$ cat config.mk
export PLATFORM = sky130hd
export DESIGN_NAME = pressure_temperature_compensation_unit
export DESIGN_NICKNAME = d
export VERILOG_FILES = /design/src/rtl/core/ptc_pkg.sv /design/src/rtl/core/ptc_datapath.sv /design/src/rtl/core/ptc_ctrl.sv /design/src/rtl/core/pressure_temperature_compensation_unit.sv
export VERILOG_INCLUDE_DIRS = /design/src /design/src/rtl/core
export SDC_FILE = /design/constraint.sdc
export NUM_CORES = 2
export LEC_CHECK = 0
export BUFFER_PORTS_ARGS = -buffer_cell sky130_fd_sc_hd__buf_4
export CORE_ASPECT_RATIO = 2
export CORE_UTILIZATION = 60
export CTS_BUF_LIST = sky130_fd_sc_hd__clkbuf_8
export CTS_CLUSTER_SIZE = 8
export DETAILED_ROUTE_END_ITERATION = 7
export PLACE_DENSITY = 0.79
export SLEW_MARGIN = 5
export SYNTH_ARGS = -nofsm -noshare
export SYNTH_HDL_FRONTEND = slang
export SYNTH_SLANG_ARGS = --single-unit
$ cat constraint.sdc
create_clock -name i_clk -period 9.7 [get_ports i_clk]
set_input_delay 1.455 -clock i_clk [delete_from_list [all_inputs] [get_ports i_clk]]
set_output_delay 1.455 -clock i_clk [all_outputs]
set_load 0.05 [all_outputs]
$ cat src/rtl/core/pressure_temperature_compensation_unit_assert.svh
// ----------------------------------------------------------------------------
// Pressure/temperature compensation unit: assertion macros
// Immediate-style wrappers around concurrent assertions, clocked on i_clk,
// disabled during reset. They expand to nothing for synthesis.
// ----------------------------------------------------------------------------
`ifndef PRESSURE_TEMPERATURE_COMPENSATION_UNIT_ASSERT_SVH
`define PRESSURE_TEMPERATURE_COMPENSATION_UNIT_ASSERT_SVH

`ifndef SYNTHESIS
`define PTC_ASSERT_NOW(name, ante, cons) \
    name: assert property (@(posedge i_clk) disable iff (!i_rst_n) (ante) |-> (cons)) \
        else $error("ptc assertion failed");
`define PTC_ASSERT_NEXT(name, ante, cons) \
    name: assert property (@(posedge i_clk) disable iff (!i_rst_n) (ante) |=> (cons)) \
        else $error("ptc assertion failed");
`else
`define PTC_ASSERT_NOW(name, ante, cons)
`define PTC_ASSERT_NEXT(name, ante, cons)
`endif

`endif

$ cat src/rtl/core/ptc_pkg.sv
// ----------------------------------------------------------------------------
// ptc_pkg
// Shared widths, register indexes, constants and controller/datapath types.
// ----------------------------------------------------------------------------
package ptc_pkg;

    localparam int RAW_W     = 24;
    localparam int CAL_W     = 16;
    localparam int REF_W     = 18;
    localparam int PRES_W    = 24;
    localparam int TEMP_W    = 16;
    localparam int CFG_IDX_W = 3;
    localparam int CFG_DAT_W = 18;

    localparam logic [CFG_IDX_W-1:0] REG_C1  = 3'd0;
    localparam logic [CFG_IDX_W-1:0] REG_C2  = 3'd1;
    localparam logic [CFG_IDX_W-1:0] REG_C3  = 3'd2;
    localparam logic [CFG_IDX_W-1:0] REG_C4  = 3'd3;
    localparam logic [CFG_IDX_W-1:0] REG_C5  = 3'd4;
    localparam logic [CFG_IDX_W-1:0] REG_C6  = 3'd5;
    localparam logic [CFG_IDX_W-1:0] REG_REF = 3'd6;

    localparam int REF_PRESSURE_RST = 101325;
    localparam int T_BASE           = 2000;   // 20.00 C
    localparam int T_LOW_OFS        = 1500;
    localparam int T_VCOLD_MAX      = -1600;  // temp <= -16.00 C

    localparam int MUL_W  = 26;
    localparam int PROD_W = 2 * MUL_W;

    typedef enum logic [4:0] {
        STEP_IDLE,
        STEP_LOAD,
        STEP_DT,
        STEP_MUL_SENS,
        STEP_MUL_OFF,
        STEP_MUL_TEMP,
        STEP_MUL_DT2,
        STEP_MUL_T2,
        STEP_MUL_T3,
        STEP_LOW_TEMP,
        STEP_MUL_PLO,
        STEP_MUL_PHI,
        STEP_SUM,
        STEP_SCALE,
        STEP_PRES,
        STEP_ALIGN,
        STEP_RESULT,
        STEP_REJECT
    } t_step;

    typedef struct packed {
        t_step step;
    } t_dp_cmd;

    typedef struct packed {
        logic pair_zero;
    } t_dp_sts;

endpackage

$ cat src/rtl/core/ptc_datapath.sv
// ----------------------------------------------------------------------------
// ptc_datapath
// Calibration registers, one shared 26x26 signed multiplier and compensation regs,
// stepped by the controller one operation per cycle unless output is stalled.
// ----------------------------------------------------------------------------
module ptc_datapath (
    input  logic                               i_clk,
    input  logic                               i_rst_n,
    input  ptc_pkg::t_dp_cmd                   i_cmd,
    output ptc_pkg::t_dp_sts                   o_sts,
    input  logic [ptc_pkg::RAW_W-1:0]          i_raw_pressure,
    input  logic [ptc_pkg::RAW_W-1:0]          i_raw_temperature,
    input  logic                               i_cfg_we,
    input  logic [ptc_pkg::CFG_IDX_W-1:0]      i_cfg_index,
    input  logic [ptc_pkg::CFG_DAT_W-1:0]      i_cfg_data,
    output logic signed [ptc_pkg::PRES_W-1:0]  o_pressure_pa,
    output logic signed [ptc_pkg::TEMP_W-1:0]  o_temperature_centi,
    output logic                               o_status
);
    import ptc_pkg::*;

    // truncating division by 2^k
    function automatic logic signed [63:0] f_div_pow2(input logic signed [63:0] x,
                                                      input int unsigned k);
        logic signed [63:0] bias;
        bias = x[63] ? ((64'sd1 <<< k) - 64'sd1) : 64'sd0;
        return (x + bias) >>> k;
    endfunction

    logic [CAL_W-1:0] r_c1, r_c2, r_c3, r_c4, r_c5, r_c6;
    logic [REF_W-1:0] r_ref;

    logic [RAW_W-1:0]          r_d1, r_d2;
    logic signed [MUL_W-1:0]   r_dt;
    logic signed [PROD_W-1:0]  r_prod;
    logic signed [43:0]        r_sens, r_off;
    logic signed [19:0]        r_temp, r_ti;
    logic signed [63:0]        r_acc;
    logic signed [47:0]        r_rawp;
    logic signed [31:0]        r_align;
    logic                      r_latched;

    logic signed [MUL_W-1:0]   mul_a, mul_b;
    logic                      cold, vcold;
    logic signed [63:0]        p64, t64, offi, sensi, p_val, diff;

    assign cold  = r_temp < 20'(T_BASE);
    assign vcold = r_temp <= 20'(T_VCOLD_MAX);
    assign p64   = 64'(r_prod);
    assign o_sts.pair_zero = (r_d1 == '0) && (r_d2 == '0);

    always_comb begin
        mul_a = '0;
        mul_b = '0;
        unique case (i_cmd.step)
            STEP_MUL_SENS: begin
                mul_a = $signed({10'b0, r_c3});
                mul_b = r_dt;
            end
            STEP_MUL_OFF: begin
                mul_a = $signed({10'b0, r_c4});
                mul_b = r_dt;
            end
            STEP_MUL_TEMP: begin
                mul_a = r_dt;
                mul_b = $signed({10'b0, r_c6});
            end
            STEP_MUL_DT2: begin
                mul_a = r_dt;
                mul_b = r_dt;
            end
            STEP_MUL_T2: begin
                mul_a = 26'(r_temp) - 26'(T_BASE);
                mul_b = 26'(r_temp) - 26'(T_BASE);
            end
            STEP_MUL_T3: begin
                mul_a = 26'(r_temp) + 26'(T_LOW_OFS);
                mul_b = 26'(r_temp) + 26'(T_LOW_OFS);
            end
            STEP_MUL_PLO: begin
                mul_a = $signed({2'b0, r_d1});
                mul_b = $signed({6'b0, r_sens[19:0]});
            end
            STEP_MUL_PHI: begin
                mul_a = $signed({2'b0, r_d1});
                mul_b = 26'($signed(r_sens[43:20]));
            end
            default: begin
                mul_a = '0;
                mul_b = '0;
            end
        endcase
    end

    // second-order terms from (temp - T_BASE)^2 (held in r_prod during STEP_MUL_T3)
    always_comb begin
        t64 = p64;
        if (cold) begin
            offi  = (t64 + (t64 <<< 1)) >>> 1;
            sensi = (t64 + (t64 <<< 2)) >>> 3;
        end else begin
            offi  = t64 >>> 4;
            sensi = '0;
        end
        p_val = f_div_pow2(r_acc, 13);
        diff  = 64'(r_rawp) - $signed({46'b0, r_ref});
    end

    always_ff @(posedge i_clk) begin
        if (!i_rst_n) begin
            r_c1      <= '0;
            r_c2      <= '0;
            r_c3      <= '0;
            r_c4      <= '0;
            r_c5      <= '0;
            r_c6      <= '0;
            r_ref     <= REF_W'(REF_PRESSURE_RST);
            r_align   <= '0;
            r_latched <= 1'b0;
        end else begin
            if (i_cfg_we) begin
                unique case (i_cfg_index)
                    REG_C1:  r_c1  <= i_cfg_data[CAL_W-1:0];
                    REG_C2:  r_c2  <= i_cfg_data[CAL_W-1:0];
                    REG_C3:  r_c3  <= i_cfg_data[CAL_W-1:0];
                    REG_C4:  r_c4  <= i_cfg_data[CAL_W-1:0];
                    REG_C5:  r_c5  <= i_cfg_data[CAL_W-1:0];
                    REG_C6:  r_c6  <= i_cfg_data[CAL_W-1:0];
                    REG_REF: r_ref <= i_cfg_data[REF_W-1:0];
                    default: ;
                endcase
            end
            if (i_cmd.step == STEP_ALIGN && !r_latched && r_rawp > 48'sd0) begin
                r_latched <= 1'b1;
                if (diff > 64'sd2147483647)
                    r_align <= 32'sh7FFFFFFF;
                else if (diff < -64'sd2147483648)
                    r_align <= 32'sh80000000;
                else
                    r_align <= 32'(diff);
            end
        end
    end

    always_ff @(posedge i_clk) begin
        r_prod <= mul_a * mul_b;
        unique case (i_cmd.step)
            STEP_LOAD: begin
                r_d1 <= i_raw_pressure;
                r_d2 <= i_raw_temperature;
            end
            STEP_DT:
                r_dt <= $signed({2'b0, r_d2}) - $signed({2'b0, r_c5, 8'b0});
            STEP_MUL_OFF:
                r_sens <= $signed({13'b0, r_c1, 15'b0}) + 44'(f_div_pow2(p64, 8));
            STEP_MUL_TEMP:
                r_off <= $signed({12'b0, r_c2, 16'b0}) + 44'(f_div_pow2(p64, 7));
            STEP_MUL_DT2:
                r_temp <= 20'(T_BASE) + 20'(f_div_pow2(p64, 23));
            STEP_MUL_T2: begin
                // dt*dt is never negative, plain shifts truncate
                if (cold)
                    r_ti <= 20'((p64 + (p64 <<< 1)) >>> 33);
                else
                    r_ti <= 20'(p64 >>> 36);
            end
            STEP_MUL_T3: begin
                r_off  <= r_off - 44'(offi);
                r_sens <= r_sens - 44'(sensi);
            end
            STEP_LOW_TEMP: begin
                if (vcold) begin
                    r_off  <= r_off - 44'((p64 <<< 3) - p64);
                    r_sens <= r_sens - 44'(p64 <<< 2);
                end
                r_temp <= r_temp - r_ti;
            end
            STEP_MUL_PHI:
                r_acc <= p64;
            STEP_SUM:
                r_acc <= r_acc + (p64 <<< 20);
            STEP_SCALE:
                r_acc <= f_div_pow2(r_acc, 21) - 64'(r_off);
            STEP_PRES:
                r_rawp <= 48'((p_val <<< 3) + (p_val <<< 1));
            STEP_RESULT: begin
                if (64'(r_rawp) - 64'(r_align) > 64'sd8388607)
                    o_pressure_pa <= 24'sh7FFFFF;
                else if (64'(r_rawp) - 64'(r_align) < -64'sd8388608)
                    o_pressure_pa <= 24'sh800000;
                else
                    o_pressure_pa <= 24'(64'(r_rawp) - 64'(r_align));
                if (r_temp > 20'sd32767)
                    o_temperature_centi <= 16'sh7FFF;
                else if (r_temp < -20'sd32768)
                    o_temperature_centi <= 16'sh8000;
                else
                    o_temperature_centi <= 16'(r_temp);
                o_status <= 1'b0;
            end
            STEP_REJECT: begin
                o_pressure_pa       <= '0;
                o_temperature_centi <= '0;
                o_status            <= 1'b1;
            end
            default: ;
        endcase
    end

endmodule

$ cat src/rtl/core/ptc_ctrl.sv
// ----------------------------------------------------------------------------
// ptc_ctrl
// Sequencer: input/output handshakes and the step order of the datapath.
// ----------------------------------------------------------------------------
`include "pressure_temperature_compensation_unit_assert.svh"

module ptc_ctrl (
    input  logic             i_clk,
    input  logic             i_rst_n,
    input  logic             i_s_tvalid,
    output logic             o_s_tready,
    output logic             o_m_tvalid,
    input  logic             i_m_tready,
    output ptc_pkg::t_dp_cmd o_cmd,
    input  ptc_pkg::t_dp_sts i_sts
);
    import ptc_pkg::*;

    typedef enum logic [4:0] {
        S_IDLE, S_CHECK, S_MSENS, S_MOFF, S_MTEMP, S_MDT2, S_MT2, S_MT3, S_LOWT,
        S_PLO, S_PHI, S_SUM, S_SCALE, S_PRES, S_ALIGN, S_WRITE, S_REJECT
    } t_state;

    t_state r_state;
    logic   r_out_valid;
    logic   out_free;

    assign out_free   = !r_out_valid || i_m_tready;
    assign o_s_tready = (r_state == S_IDLE);
    assign o_m_tvalid = r_out_valid;

    always_comb begin
        unique case (r_state)
            S_IDLE:   o_cmd.step = i_s_tvalid ? STEP_LOAD : STEP_IDLE;
            S_CHECK:  o_cmd.step = STEP_DT;
            S_MSENS:  o_cmd.step = STEP_MUL_SENS;
            S_MOFF:   o_cmd.step = STEP_MUL_OFF;
            S_MTEMP:  o_cmd.step = STEP_MUL_TEMP;
            S_MDT2:   o_cmd.step = STEP_MUL_DT2;
            S_MT2:    o_cmd.step = STEP_MUL_T2;
            S_MT3:    o_cmd.step = STEP_MUL_T3;
            S_LOWT:   o_cmd.step = STEP_LOW_TEMP;
            S_PLO:    o_cmd.step = STEP_MUL_PLO;
            S_PHI:    o_cmd.step = STEP_MUL_PHI;
            S_SUM:    o_cmd.step = STEP_SUM;
            S_SCALE:  o_cmd.step = STEP_SCALE;
            S_PRES:   o_cmd.step = STEP_PRES;
            S_ALIGN:  o_cmd.step = STEP_ALIGN;
            S_WRITE:  o_cmd.step = out_free ? STEP_RESULT : STEP_IDLE;
            S_REJECT: o_cmd.step = out_free ? STEP_REJECT : STEP_IDLE;
            default:  o_cmd.step = STEP_IDLE;
        endcase
    end

    always_ff @(posedge i_clk) begin
        if (!i_rst_n) begin
            r_state     <= S_IDLE;
            r_out_valid <= 1'b0;
        end else begin
            // a new result takes the slot; otherwise the slot empties on accept
            if ((r_state == S_WRITE || r_state == S_REJECT) && out_free)
                r_out_valid <= 1'b1;
            else if (i_m_tready)
                r_out_valid <= 1'b0;
            unique case (r_state)
                S_IDLE:  if (i_s_tvalid) r_state <= S_CHECK;
                S_CHECK: r_state <= i_sts.pair_zero ? S_REJECT : S_MSENS;
                S_MSENS: r_state <= S_MOFF;
                S_MOFF:  r_state <= S_MTEMP;
                S_MTEMP: r_state <= S_MDT2;
                S_MDT2:  r_state <= S_MT2;
                S_MT2:   r_state <= S_MT3;
                S_MT3:   r_state <= S_LOWT;
                S_LOWT:  r_state <= S_PLO;
                S_PLO:   r_state <= S_PHI;
                S_PHI:   r_state <= S_SUM;
                S_SUM:   r_state <= S_SCALE;
                S_SCALE: r_state <= S_PRES;
                S_PRES:  r_state <= S_ALIGN;
                S_ALIGN: r_state <= S_WRITE;
                S_WRITE, S_REJECT: begin
                    if (out_free)
                        r_state <= S_IDLE;
                end
                default: r_state <= S_IDLE;
            endcase
        end
    end

    `PTC_ASSERT_NEXT(a_accept_to_check, i_s_tvalid && o_s_tready, r_state == S_CHECK)
    `PTC_ASSERT_NOW(a_no_overwrite, o_cmd.step == STEP_RESULT || o_cmd.step == STEP_REJECT, out_free)
    `PTC_ASSERT_NEXT(a_write_done, (r_state == S_WRITE || r_state == S_REJECT) && out_free, r_state == S_IDLE && r_out_valid)

endmodule

$ cat src/rtl/core/pressure_temperature_compensation_unit.sv
// ----------------------------------------------------------------------------
// pressure_temperature_compensation_unit
// Second-order pressure/temperature compensation with first-reading alignment.
//
//  channel  direction  handshake            payload
//  s        in         i_s_tvalid/o_s_tready  raw pressure, raw temperature
//  m        out        o_m_tvalid/i_m_tready  pressure, temperature, status
//  cfg      in         i_cfg_valid/o_cfg_ready  register index, data
//
// o_m_tvalid rises once the controller has stepped from S_CHECK to S_ALIGN,
// sharing one 26x26 multiplier, and written the result in S_WRITE; a rejected pair
// goes from S_CHECK to S_REJECT. Input is ready again right after the result is
// written, so no new item is taken before the last one is done. A finished
// result waits in the output register while the next item is taken; a second
// result stalls in its last step until the first has gone. Reset is synchronous,
// active low, and clears config to defaults and the alignment offset. The cfg
// port is always ready.
// ----------------------------------------------------------------------------
module pressure_temperature_compensation_unit (
    input  logic        i_clk,
    input  logic        i_rst_n,
    input  logic        i_s_tvalid,
    output logic        o_s_tready,
    input  logic [47:0] i_s_tdata,   // [23:0] raw_pressure, [47:24] raw_temperature
    output logic        o_m_tvalid,
    input  logic        i_m_tready,
    output logic [39:0] o_m_tdata,   // [23:0] pressure_pa, [39:24] temperature_centi
    output logic        o_m_tuser,   // [0] status
    input  logic        i_cfg_valid,
    output logic        o_cfg_ready,
    input  logic [ptc_pkg::CFG_IDX_W-1:0] i_cfg_index,
    input  logic [ptc_pkg::CFG_DAT_W-1:0] i_cfg_data
);
    import ptc_pkg::*;

    t_dp_cmd                   cmd;
    t_dp_sts                   sts;
    logic signed [PRES_W-1:0]  pressure_pa;
    logic signed [TEMP_W-1:0]  temperature_centi;

    assign o_cfg_ready = 1'b1;
    assign o_m_tdata   = {temperature_centi, pressure_pa};

    ptc_ctrl u_ctrl (
        .i_clk      (i_clk),
        .i_rst_n    (i_rst_n),
        .i_s_tvalid (i_s_tvalid),
        .o_s_tready (o_s_tready),
        .o_m_tvalid (o_m_tvalid),
        .i_m_tready (i_m_tready),
        .o_cmd      (cmd),
        .i_sts      (sts)
    );

    ptc_datapath u_dp (
        .i_clk               (i_clk),
        .i_rst_n             (i_rst_n),
        .i_cmd               (cmd),
        .o_sts               (sts),
        .i_raw_pressure      (i_s_tdata[23:0]),
        .i_raw_temperature   (i_s_tdata[47:24]),
        .i_cfg_we            (i_cfg_valid && o_cfg_ready),
        .i_cfg_index         (i_cfg_index),
        .i_cfg_data          (i_cfg_data),
        .o_pressure_pa       (pressure_pa),
        .o_temperature_centi (temperature_centi),
        .o_status            (o_m_tuser)
    );

endmodule
# Word-level counts from Yosys, hierarchy flattened

Index checks and enable logic that the tools add are counted.
W data, S select, Z words.

Bits in registers: 560
Bits in latches: 0
Bits in writable memories: 0
Memory bits (read-only): 0
Input port bits: 74
Memories kept: 0

Add/subtract/negate cells: 24
$mul: 1
Div/mod/pow operators: 0
$lt $le $gt $ge: 9
Equal/unequal tests: 42
Shift operators: 0
Multiplexer cells: 35
Bitwise gates (word level): 0
Reductions and logical operators: 32

Operators with widths:

| kind                   | number |
|---|---|
| $pmux W26 S6           | 2 |
| $pmux W44 S3           | 2 |
| $sub A44 B44 Y44       | 5 |
| $pmux W64 S3           | 1 |
| $mux W44               | 4 |
| $pmux W5 S17           | 1 |
| $eq A5 B4 Y1 const B   | 16 |
| $pmux W5 S16           | 1 |
| $add A64 B22 Y64       | 1 |
| $add A64 B64 Y64       | 1 |
| $gt A64 B24 Y1 const B | 1 |
| $gt A64 B32 Y1 const B | 1 |
| $lt A64 B24 Y1 const B | 1 |
| $lt A64 B32 Y1 const B | 1 |
| $mux W32               | 2 |
| $add A60 B14 Y60       | 1 |
| $add A52 B53 Y53       | 1 |
| $add A52 B9 Y52        | 1 |
| $mul A26 B26 Y52       | 1 |
| $add A51 B8 Y51        | 1 |
| $sub A48 B19 Y49       | 1 |
| $sub A48 B32 Y49       | 1 |
| $add A48 B48 Y48       | 1 |
| $gt A48 B1 Y1 const B  | 1 |
| 48 further kinds       | 94 |

# Longest topological paths before layout

Word-level depth: 8
Depth in mapped cells: 42
Gate-level depth less buffers: 40

# Cells and area by module

A second synthesis with hierarchy kept.

Cell total of the unflattened synthesis: 9,534
Area, all modules: 79,765.3 um^2

Modules (own cells, without submodules):

| module                                 | times used | cells an instance | area an instance (um^2) | sequential area each (um^2) |
|---|---|---|---|---|
| ptc_datapath                           | 1          | 9,485             | 79,382.4                | 14,584.0 |
| ptc_ctrl                               | 1          | 47                | 371.6                   | 120.1 |
| pressure_temperature_compensation_unit | 1          | 2                 | 11.3                    | 0.0 |

# Worst setup path before layout

OpenSTA, ideal clock, no wires.

Path type: input-to-reg
From: in i_m_tready
To: reg u_dp.r_prod[49]
Arrival time: 10.039 ns
Data required time: 9.580 ns
Setup slack: -0.460 ns
Cell stages on the path: 38
Path buffers: 4
Path through: inv_1 -> nand2_1 -> nand2_1 -> a21oi_1 -> nor2_1 -> xnor2_1 -> and3_1 -> clkbuf_1 -> clkbuf_1 -> a211o_1 -> clkbuf_1 -> nand2_1 -> fa_1 -> inv_1 -> fa_1 -> inv_1 -> fa_1 -> inv_1 -> [... 2 more ...] -> fa_1 -> inv_1 -> fa_1 -> inv_1 -> ha_1 -> clkbuf_1 -> a21o_1 -> a21o_1 -> a21oi_1 -> o2111a_1 -> a311oi_1 -> a2111oi_0 -> o31ai_1 -> a211oi_1 -> or3_1 -> nor3_1 -> o221ai_1 -> xnor2_1

Cells in the longest elaborated chain, start to end: 7
Elaborated cells on any way between the ends: 18
Those cells by class: mul: 1; eq/ne: 8; mux: 5; reduce/logical: 4

Ends and longest elaborated chain:

| what                                                           | RTL line                                     | source |
|---|---|---|
| from (decl)                                                    | pressure_temperature_compensation_unit.sv:26 | `input logic i_m_tready,` |
| $logic_or A1 B1 Y1 *                                           | ptc_ctrl.sv:28                               | `assign out_free = !r_out_valid \|\| i_m_tready;` |
| $mux W5 (on tied branches)                                     | ptc_ctrl.sv:50, ptc_ctrl.sv:49               |  |
| $pmux W5 S17 *                                                 | ptc_ctrl.sv:33                               | `unique case (r_state)` |
| $eq A5 B2 Y1, or another cell as far along                     | ptc_datapath.sv:55                           | `unique case (i_cmd.step)` |
| $reduce_or A3 Y1 (no line) or $reduce_or A2 Y1 (tied branches) | --                                           |  |
| $pmux W26 S6                                                   | ptc_datapath.sv:55                           |  |
| $mul A26 B26 Y52 *                                             | ptc_datapath.sv:146                          | `r_prod <= mul_a * mul_b;` |
| to (signal assigned)                                           | ptc_datapath.sv:146                          |  |
| to (decl)                                                      | ptc_datapath.sv:35                           | `logic signed [PROD_W-1:0] r_prod;` |

Every way passes the cells marked *; elsewhere a longest branch is shown, timed or not.
A chain may end at the register's enable or synchronous reset.

# Worst setup path in the final report

From: reg u_dp.r_temp[2]
To: reg u_dp.r_prod[45]

Cells in the longest elaborated chain, start to end: 3
Elaborated cells on any way between the ends: 5
Those cells by class: add/sub: 2; mul: 1; mux: 2

Ends and longest elaborated chain:

| what                                                 | RTL line            | source |
|---|---|---|
| from (decl)                                          | ptc_datapath.sv:37  | `logic signed [19:0] r_temp, r_ti;` |
| from (signal assigned)                               | ptc_datapath.sv:159 | `r_temp <= 20'(T_BASE) + 20'(f_div_pow2(p64, 23));` |
| from (signal assigned)                               | ptc_datapath.sv:176 | `r_temp <= r_temp - r_ti;` |
| $add A20 B12 Y21 or $sub A20 B12 Y21 (tied branches) | --                  |  |
| $pmux W26 S6                                         | ptc_datapath.sv:55  |  |
| $mul A26 B26 Y52 *                                   | ptc_datapath.sv:146 |  |

Marked as above.

==> flow_summary.toml <==
[grt]
grt_max_degree = 109
grt_pass1_wl_um = 524000
grt_overflow = 0
antenna_found_initial = 29
grt_use_total_pct = 52.7
first_global_vias = 83100

[route]
finalWirelength_um = 360000
vias_per_cell = 6.78
wire_per_inst_um = 29.8
dr.first_iter.drc_count = 8678
via_count = 82000
dr.pass1.iters = 8
ant_nets = 0
drc_errors = 12

[sta]
fin_skew_ns = 0.0854
fin_crit_ns = 9.53
slew_viol_final = 0
fmax_ghz = 0.105
fin_hold_ws_ns = 0.440
tns_ns = 0
hold_viol_final = 0
finalCritPeriodShare_pct = 98.3
slew_headroom_pct = 2.96
tightest_slew_ns = 1.45
setup_viol = 0

[setup_path]
critPathKind = "register to register"
reg2reg_depth = 38
cp_slowest_cell = "a221o_2"
worst-path-max-fanout = 7
max_stage_delay_ns = 0.56
worstPathArrival_ns = 10.33
reg2reg_from = "u_dp.r_temp[2]"
required_ns = 10.50
startpoint = "u_dp.r_temp[2]"
crit_path_end_kind = "register"
startpoint_type = "register"

[final_layout]
drive_gt1_share_pct = 10.8
syn_to_final_growth_pct = 12.4
fin_util_pct = 68.1
post_layout_nonfiller_instances = 12100
fin_nets = 11800

[synthesis]
synthesis.nets = 11300
ys_seq_elements = 558
synth_edf_count = 353
async_flop_share_pct = 0
synth-seq-area-share_pct = 18.1
synth-main-ff-cell = "edfxtp_1"
synthCells = 9780
synth_area_um2 = 81200
syn_avg_cell_area_um2 = 8.31
synth_cell_types = 100
yosysWarnings = 0

[pwr]
swShare_pct = 51.3
p_seq_share_pct = 18.3
internal-power_mw = 7.66
power_density_nw_per_um2 = 172
p_sw_mw = 8.08
p_leak_nw = 41.4
clock_power_share_pct = 14.5
vdd_drop_max_v = 0.000374
p_comb_share_pct = 67.2

[clock_tree]
cts_buffer_depth = 3
htreeDepth = 3
cts_buffers = 94
clk_pin_slew_worst_paths_ns = 0.08
cts_tree = "done"
root_buffer = "clkbuf_8"
clkLatencyLatePin_ns = 0.90
clock-sinks = 558
hold_buffers = 0

[placement]
place_congestion = 1.15
port_buffers = 116
place_hpwl_um = 283000
place_inst = 11900

[min_path]
hold_path_class = "register to register"
min_from = "u_dp.r_d2[6]"
whs_path_depth = 0

[floorplan]
die_y_um = 522
die_area_um2 = 137000
num_rows = 190
die_x_um = 262
num_io_pins = 118
coreArea_um2 = 134000
initial_core_util_pct = 60.6

[flow_run]
timing.max_cap.violations = 0

[status]
status = "complete, but fails checks"
violations = "design-rule violations"
==> logic make-up (layout without fill, tap and decap cells) <==
family	Yosys count	in the layout	synth area share [%]
other cells	1	26	0.00462
simple gates	3059	3059	17.3
xor+xnor	719	719	7.79
mux	22	22	0.273
fa+ha+maj	1470	1470	29.6
buf+inv	1573	2132	7.32
compound gates	2378	2378	19.7
flops	558	558	18.1
==> per-stage QoR <==
step / setup slack, ns / power (mW) / instance area (um2)
global route: -0.113 / 16.4 / 91200
detailed placement: -0.743 / 12.7 / 88500
CTS: 0.0139 / 15.0 / 90500
floorplan: -0.0609 / 9.51 / 81300
finish: 0.165 / 15.7 / 91300
global placement: -0.672 / 12.6 / 88500
==> layout make-up <==
class	instances	area, um2
diodes	25	62.6
well taps	1728	2160
clock buffers	100	1380
flip-flops and latches	558	14700
multi-input cells	7649	61500
repair buffers	741	6380
fillers	11100	42800
clock inverters	65	439
inverters	1226	4610
==> worst paths after layout <==
| path | to | slack, ns |
|---|---|---|
| max | u_dp.r_prod[45] | 0.17 |
| min | u_dp.r_dt[6] | 0.44 |
| max reg2reg | u_dp.r_prod[45] | 0.17 |
| min reg2reg | u_dp.r_dt[6] | 0.44 |
==> worst max-delay path, delay by kind of cell (launching register included) <==
| kind | cells | cell delay, ns |
|---|---|---|
| fa+ha+maj | 8 | 3.52 |
| compound gates | 12 | 2.89 |
| buf+inv | 11 | 1.45 |
| simple gates | 6 | 1.08 |
| flops | 1 | 0.41 |
| xor+xnor | 1 | 0.14 |
==> repair_timing <==
item / in CTS / in global routing
endpoints found under the setup margin: 13 / 15
pin swaps: 20 / 87
gates resized for setup: 39 / 121
cloned: 0 / 1
setup buffers: 8 / 16
endpoints found under the hold margin: 0 / 0
==> state kept, by name, summed over array words and instances (netlist names), 18 cells and up <==
name and cells:
u_dp.r_ti 20, u_dp.r_d1 24, u_dp.r_acc 64, u_dp.r_align 32, u_dp.r_prod 52, u_dp.r_temp 20, u_dp.r_dt 25, u_dp.o_pressure_pa 24
u_dp.r_off 44, u_dp.r_rawp 47, u_dp.r_ref 18, u_dp.r_sens 44, u_dp.r_d2 24
==> cell usage in the layout (no fill, tap or decap), types with 256 or more instances in the layout <==
cell type  synthesis  layout
ha_1             722     707
o21ai_0          432     425
inv_1           1223    1238
a21oi_1          552     538
nor2_1           762     746
xor2_1           256     256
edfxtp_1         353     353
a21o_1           286     286
xnor2_1          461     461
nand2_1         1174    1172
fa_1             748     727
buf_4              1     659
==> metal layers <==
layer	wire [um]	global-route usage, %	vias to the layer above	share of wire, %
met5	141	0.902	-	0.039
met4	52600	60.3	16	15
met3	41700	19.2	2690	12
met2	159000	81.4	5753	44
met1	106000	50.6	38900	29
li1	-	-	34700	-
==> synth_stat cells (194+ instances only) <==
library cell	instances	area, um2
a21oi_1	552	2760
nand2_1	1174	4410
dfxtp_1	205	4100
nand3_1	209	1050
nor3_1	194	971
a21o_1	286	2150
o21ai_0	432	2160
xnor2_1	461	4040
clkbuf_1	306	1150
ha_1	722	9030
nor2_1	762	2860
inv_1	1223	4590
fa_1	748	15000
edfxtp_1	353	10600
xor2_1	256	2240
==> power by group through the flow <==
stage	Clock (mW)	Sequential, mW	Combinational, mW
2_1_floorplan	0	2.95	6.55
3_3_place_gp	0	2.90	9.65
3_5_place_dp	0	2.90	9.81
4_1_cts	2.23	2.85	9.90
5_1_grt	2.34	2.87	11.2
6_report	2.28	2.87	10.6
No activity file was read; power rests on OpenSTA's default activity.
